--- config.mk ---
export PLATFORM = sky130hd
export DESIGN_NAME = bsot_prep
export DESIGN_NICKNAME = d
export VERILOG_FILES = /design/src/hdl/bsot_pkg.sv /design/src/hdl/bsot_prep.sv
export SDC_FILE = /design/constraint.sdc
export NUM_CORES = 1
export LEC_CHECK = 0
export ABC_CLOCK_PERIOD_IN_PS = 8100
export BUFFER_PORTS_ARGS = -buffer_cell sky130_fd_sc_hd__clkbuf_2
export CAP_MARGIN = 15
export CORE_MARGIN = 2
export CORE_UTILIZATION = 40
export DETAILED_ROUTE_END_ITERATION = 10
export SYNTH_ARGS = -nofsm -noshare
export SYNTH_HDL_FRONTEND = slang
export SYNTH_SLANG_ARGS = --single-unit
--- constraint.sdc ---
create_clock -name i_clk -period 8.1 [get_ports i_clk]
set_input_delay 0.81 -clock i_clk [delete_from_list [all_inputs] [get_ports i_clk]]
set_output_delay 0.81 -clock i_clk [all_outputs]
set_load 0.01 [all_outputs]
--- src/hdl/bsot_pkg.sv ---
// ----------------------------------------------------------------------------
// bsot_pkg
// shared widths, function codes, stage types and coordinate unpacking for
// the box / sphere overlap test pipeline
// ----------------------------------------------------------------------------
package bsot_pkg;

    localparam int COORD_BITS = 16;
    localparam int AXES       = 3;
    localparam int FIELD_W    = 48;
    localparam int FUNC_W     = 2;
    localparam int RAD_W      = 15;
    localparam int RSUM_W     = RAD_W + 1;
    localparam int RSQ_W      = 2 * RSUM_W;
    localparam int DIFF_W     = COORD_BITS + 1;
    localparam int PROD_W     = 2 * DIFF_W;
    localparam int SQ_W       = 2 * COORD_BITS + 1;
    localparam int SUM_W      = SQ_W + 2;
    localparam int CMP_W      = (SUM_W > RSQ_W) ? SUM_W : RSQ_W;
    localparam int EXT_W      = FIELD_W + AXES * COORD_BITS;

    localparam logic [FUNC_W-1:0] FUNC_BOX_BOX = 2'd0;
    localparam logic [FUNC_W-1:0] FUNC_SPH_BOX = 2'd1;
    localparam logic [FUNC_W-1:0] FUNC_BOX_SPH = 2'd2;
    localparam logic [FUNC_W-1:0] FUNC_SPH_SPH = 2'd3;

    typedef logic signed [COORD_BITS-1:0] t_coord;
    typedef logic signed [DIFF_W-1:0]     t_diff;
    typedef logic [SQ_W-1:0]              t_sq;
    typedef logic [RSUM_W-1:0]            t_rad;
    typedef logic [RSQ_W-1:0]             t_rsq;

    // after selection and compares
    typedef struct packed {
        logic                  box_box;
        logic                  sph_sph;
        logic [AXES-1:0]       bb_fail;
        t_coord [AXES-1:0]     p;
        t_coord [AXES-1:0]     other;
        t_coord [AXES-1:0]     hi;
        logic [AXES-1:0]       lt_lo;
        logic [AXES-1:0]       gt_hi;
        logic [AXES-1:0]       lo_gt_hi;
        t_rad                  rad;
    } t_s1;

    // after clamp and difference
    typedef struct packed {
        logic                  box_box;
        logic                  box_miss;
        t_diff [AXES-1:0]      d;
        t_rad                  rad;
    } t_s2;

    // after squaring
    typedef struct packed {
        logic                  box_box;
        logic                  box_miss;
        t_sq [AXES-1:0]        sq;
        t_rsq                  rsq;
    } t_s3;

    // signed coordinate of one axis; bits past the field read as zero
    function automatic t_coord coord_of(input logic [FIELD_W-1:0] pv,
                                        input int unsigned axis);
        logic [EXT_W-1:0] ext;
        ext = EXT_W'(pv);
        return t_coord'(ext[axis*COORD_BITS +: COORD_BITS]);
    endfunction

endpackage

--- src/hdl/bsot_prep.sv ---
// ----------------------------------------------------------------------------
// bsot_prep
// two register stages: shape selection with interval compares, then clamp
// of the sphere centre and per-axis difference
// ----------------------------------------------------------------------------
module bsot_prep (
    input  logic                                i_clk,
    input  logic                                i_rst_n,
    input  logic                                i_valid,
    output logic                                o_ready,
    input  logic [bsot_pkg::FUNC_W-1:0]         i_func,
    input  logic [bsot_pkg::FIELD_W-1:0]        i_first_low,
    input  logic [bsot_pkg::FIELD_W-1:0]        i_first_high,
    input  logic [bsot_pkg::RAD_W-1:0]          i_first_radius,
    input  logic [bsot_pkg::FIELD_W-1:0]        i_second_low,
    input  logic [bsot_pkg::FIELD_W-1:0]        i_second_high,
    input  logic [bsot_pkg::RAD_W-1:0]          i_second_radius,
    output logic                                o_valid,
    input  logic                                i_ready,
    output bsot_pkg::t_s2                       o_s2
);

    logic                            en1;
    logic                            en2;
    logic                            r_v1;
    logic                            r_v2;
    bsot_pkg::t_s1                   n_s1;
    bsot_pkg::t_s1                   r_s1;
    bsot_pkg::t_s2                   n_s2;
    bsot_pkg::t_s2                   r_s2;
    logic [bsot_pkg::FIELD_W-1:0]    cen;
    logic [bsot_pkg::FIELD_W-1:0]    blo;
    logic [bsot_pkg::FIELD_W-1:0]    bhi;
    bsot_pkg::t_coord                lo   [bsot_pkg::AXES];
    bsot_pkg::t_coord                q    [bsot_pkg::AXES];

    assign en2     = !r_v2 || i_ready;
    assign en1     = !r_v1 || en2;
    assign o_ready = en1;
    assign o_valid = r_v2;
    assign o_s2    = r_s2;

    always_comb begin
        n_s1.box_box = (i_func == bsot_pkg::FUNC_BOX_BOX);
        n_s1.sph_sph = (i_func == bsot_pkg::FUNC_SPH_SPH);
        cen = (i_func == bsot_pkg::FUNC_BOX_SPH) ? i_second_low : i_first_low;
        blo = (i_func == bsot_pkg::FUNC_SPH_BOX) ? i_second_low : i_first_low;
        bhi = (i_func == bsot_pkg::FUNC_SPH_BOX) ? i_second_high : i_first_high;
        unique case (i_func)
            bsot_pkg::FUNC_SPH_SPH: begin
                n_s1.rad = bsot_pkg::RSUM_W'(i_first_radius)
                         + bsot_pkg::RSUM_W'(i_second_radius);
            end
            bsot_pkg::FUNC_SPH_BOX: n_s1.rad = bsot_pkg::RSUM_W'(i_first_radius);
            bsot_pkg::FUNC_BOX_SPH: n_s1.rad = bsot_pkg::RSUM_W'(i_second_radius);
            default:                n_s1.rad = '0;
        endcase
        for (int a = 0; a < bsot_pkg::AXES; a++) begin
            lo[a]        = bsot_pkg::coord_of(blo, a);
            n_s1.p[a]    = bsot_pkg::coord_of(cen, a);
            n_s1.hi[a]   = bsot_pkg::coord_of(bhi, a);
            n_s1.other[a] = n_s1.sph_sph ? bsot_pkg::coord_of(i_second_low, a) : lo[a];
            n_s1.lt_lo[a]    = $signed(n_s1.p[a]) < $signed(lo[a]);
            n_s1.gt_hi[a]    = $signed(n_s1.p[a]) > $signed(n_s1.hi[a]);
            n_s1.lo_gt_hi[a] = $signed(lo[a]) > $signed(n_s1.hi[a]);
            n_s1.bb_fail[a] =
                ($signed(bsot_pkg::coord_of(i_first_high, a))
                    < $signed(bsot_pkg::coord_of(i_second_low, a)))
                || ($signed(bsot_pkg::coord_of(i_first_low, a))
                    > $signed(bsot_pkg::coord_of(i_second_high, a)));
        end
    end

    always_comb begin
        n_s2.box_box  = r_s1.box_box;
        n_s2.box_miss = |r_s1.bb_fail;
        n_s2.rad      = r_s1.rad;
        for (int a = 0; a < bsot_pkg::AXES; a++) begin
            // clamp to min first, then to max
            if (r_s1.sph_sph) begin
                q[a] = r_s1.other[a];
            end else if (r_s1.lt_lo[a]) begin
                q[a] = r_s1.lo_gt_hi[a] ? r_s1.hi[a] : r_s1.other[a];
            end else begin
                q[a] = r_s1.gt_hi[a] ? r_s1.hi[a] : r_s1.p[a];
            end
            n_s2.d[a] = bsot_pkg::t_diff'(bsot_pkg::DIFF_W'($signed(r_s1.p[a]))
                                        - bsot_pkg::DIFF_W'($signed(q[a])));
        end
    end

    always_ff @(posedge i_clk) begin
        if (!i_rst_n) begin
            r_v1 <= 1'b0;
            r_v2 <= 1'b0;
        end else begin
            if (en1) begin
                r_v1 <= i_valid;
            end
            if (en2) begin
                r_v2 <= r_v1;
            end
        end
    end

    always_ff @(posedge i_clk) begin
        if (en1) begin
            r_s1 <= n_s1;
        end
        if (en2) begin
            r_s2 <= n_s2;
        end
    end

endmodule

==> impl_metrics.yaml <==
critical_path:
  start_kind: "input port"
  timing.rr.end: "o_s2[66]"
  endpoint_kind: "flip-flop"
  r2r_cells: 12
  worstPathArrival_ps: 5160
  r2r-start: "r_s1[21]"
  critPathMaxFanout: 97
  criticalPathCategory: "in -> reg"
  ff2ff_setup_slack_ps: 4280
  crit_required_ps: 8420
global_route:
  grt_max_degree: 98
  grt_pass1_wl_um: 93400
  antenna_found_initial: 2
  first_global_vias: 16300
  grtUsageTotal_pct: 23.7
  grt_overflow: 0
final_layout:
  fin_util_pct: 47.2
  final_cell_mix: "297 x clkbuf_2, 286 x ha_1, 251 x inv_1"
  design_area_um2: 23200
  fin_cells: 3031
  final_common_cell: "clkbuf_2"
  syn_to_final_growth_pct: 16.2
  fin_nets: 2859
  drive_above_1_share_pct: 20.4
hold_path:
  min_to: "o_s2[3]"
  min_path_cells: 0
  holdCritStartpoint: "n_s2[3]"
  hp-class: "reg -> reg"
run:
  cap_violations: 0
synthesis:
  synth_flop_cell: "edfxtp_1"
  synth_top_area_share_pct: 36.6
  syn_avg_cell_area_um2: 9.69
  synthTopCellsByArea: "edfxtp_1 37%, ha_1 18%, mux2_2 5.5%"
  synth_area_um2: 19900
  yosys_register_bits: 245
  synth_cell_types: 79
  yosysSeqAreaShare_pct: 36.8
  synthesis.nets: 2574
  syn-instance-count: 2056
  yosysTopAreaCell: "edfxtp_1"
  synth_edf_count: 243
  synthArstFlopShare_pct: 0
  synth_warnings: 0
placement:
  dpl.cell_count: 2972
  dp_hpwl_um: 49200
  place.gp.congestion: 0.950
  place_ws_ps: 2770
  place_area_um2: 22100
  io_buffers: 298
timing:
  slew_headroom_pct: 25.3
  hold_viol_final: 0
  period_share_pct: 59.8
  timing.final.ws_setup_ps: 3260
  drv_slew: 0
  fin_skew_ps: 11.2
  tightestPinTransition_ps: 1120
  fin_crit_ps: 4840
  max_freq_mhz: 207
  grt_setup_unrepaired: "no"
  finalSetupTns_ps: 0
  setup_viol_count_final: 0
cts:
  cts-hold-fix-buffers: 0
  htreeDepth: 1
  cts_resized: 0
  cts_buffers: 31
  cts.sinks: 245
  insertion_delay_ps: 580
  post_cts_buffers: 0
  cts_tree: "yes"
  cts_max_path_buffers: 3
  cts_root_buffer: "clkbuf_16"
  cts.reportedPaths.clkPinSlew_ps: 60
detailed_routing:
  first_iter_violations: 1221
  routed_wl_um: 62200
  antenna_left: 0
  vias: 16700
  drc: 0
  first_pass_iters: 5
  wl_per_cell_um: 20.5
  via_per_inst: 5.52
pwr:
  power_switching_w: 0.00172
  p_leak_nw: 11.1
  powerDensity_nw_per_um2: 216
  ir_drop_v: 0.000155
  p_seq_share_pct: 35.6
  swShare_pct: 34.3
  internal_power_w: 0.00329
  pwr-share-clk_pct: 28.2
  pwr-share-comb_pct: 36.2
run_status:
  status: "complete, no violations"
floorplan:
  fp.dieH_um: 227
  initial_core_util_pct: 40.6
  placementRows: 81
  dieArea_um2: 51600
  core_um2: 49100
  fp.dieW_um: 227
  io_pins: 299
Yosys cell counts (7+ instances only):
cell / instances
ha_1: 286
inv_1: 252
edfxtp_1: 243
nand2_1: 175
o21ai_0: 145
a21oi_1: 125
nor2_1: 115
mux2_2: 97
a21o_1: 71
a21boi_0: 42
clkbuf_1: 38
a22oi_1: 37
nand4_1: 34
mux2i_1: 32
nor2b_1: 32
xnor2_1: 28
o21a_1: 24
nand3_1: 20
a211oi_1: 19
a31oi_1: 19
nor3_1: 19
xor2_1: 19
buf_2: 15
nand2b_1: 12
and3_1: 9
o211ai_1: 8
o21ai_1: 8
o21bai_1: 8
o31a_1: 8
a2111oi_0: 7
or3_1: 7
worst max-delay path: stages:
cell and delay, ps:
buf_4 420, buf_4 690, nand2b_4 630, buf_4 530, nand2_1 110, a21boi_0 370, ha_1 320, a21o_1 180
a211oi_1 230, nor3_1 80, a311oi_1 340, o2111ai_1 160, o21ai_1 100, a21oi_1 50
state kept, by name, indices dropped and copies added (netlist names):
register and flops:
n_s2 17, o_s2 69, o_valid 1, r_s1 157, r_v1 1
per-stage QoR:
| step | power (W) | hold slack (ps) |
|---|---|---|
| 4_1_cts | 0.00505 | 421 |
| 2_1_floorplan | 0.00301 | 400 |
| 5_1_grt | 0.00532 | 424 |
| 6_report | 0.00501 | 420 |
| 3_3_place_gp | 0.00357 | 403 |
| 3_5_place_dp | 0.00361 | 406 |
area by class of cell:
type | count | area, µm²
tap | 664 | 831
clock inverter | 22 | 229
sequential | 245 | 7340
inverter | 252 | 947
multi-input combinational | 1499 | 11400
antenna | 2 | 5.00
clock buffer | 35 | 811
timing repair buffer | 312 | 1600
fill | 4771 | 25900
worst max path at each step:
stage	end	cells after the start	startpoint
after floorplan	o_ready	2	i_ready
after global placement	r_s1[20]	14	i_func[0]
after detailed placement	r_s1[20]	14	i_func[0]
after CTS	r_s1[20]	14	i_func[0]
after global routing	r_s1[20]	14	i_func[0]
final	r_s1[20]	14	i_func[0]
per-layer routing:
layer / GRT usage, % / vias up / wire length, µm
met3: 3.46 / 86 / 4120
li1: - / 8087 / -
met1: 32.0 / 7990 / 27300
met4: 5.67 / 2 / 1510
met2: 39.9 / 568 / 29200
met5: 0 / - / 13
power by group through the flow:
stage | clock (W) | combinational, W | sequential [W]
after floorplan | 0 | 0.00114 | 0.00187
after global placement | 0 | 0.00177 | 0.00181
after detailed placement | 0 | 0.00180 | 0.00181
after CTS | 0.00144 | 0.00181 | 0.00179
after global routing | 0.00149 | 0.00202 | 0.00181
final | 0.00141 | 0.00181 | 0.00179
logic make-up (layout without fill, tap and decap cells):
kind of cell | after synthesis | after routing | share of synthesized area (%)
other | 0 | 2 | 0
buffers and inverters | 312 | 621 | 6.07
AOI/OAI and AO/OA | 578 | 578 | 18.8
DFF | 245 | 245 | 36.8
adders and majority gates | 294 | 294 | 18.6
xor gates and xnor gates | 47 | 47 | 2.07
muxes | 132 | 132 | 7.32
and+or+nand+nor | 448 | 448 | 10.3
Note: power is estimated with default switching activity, not from simulation.
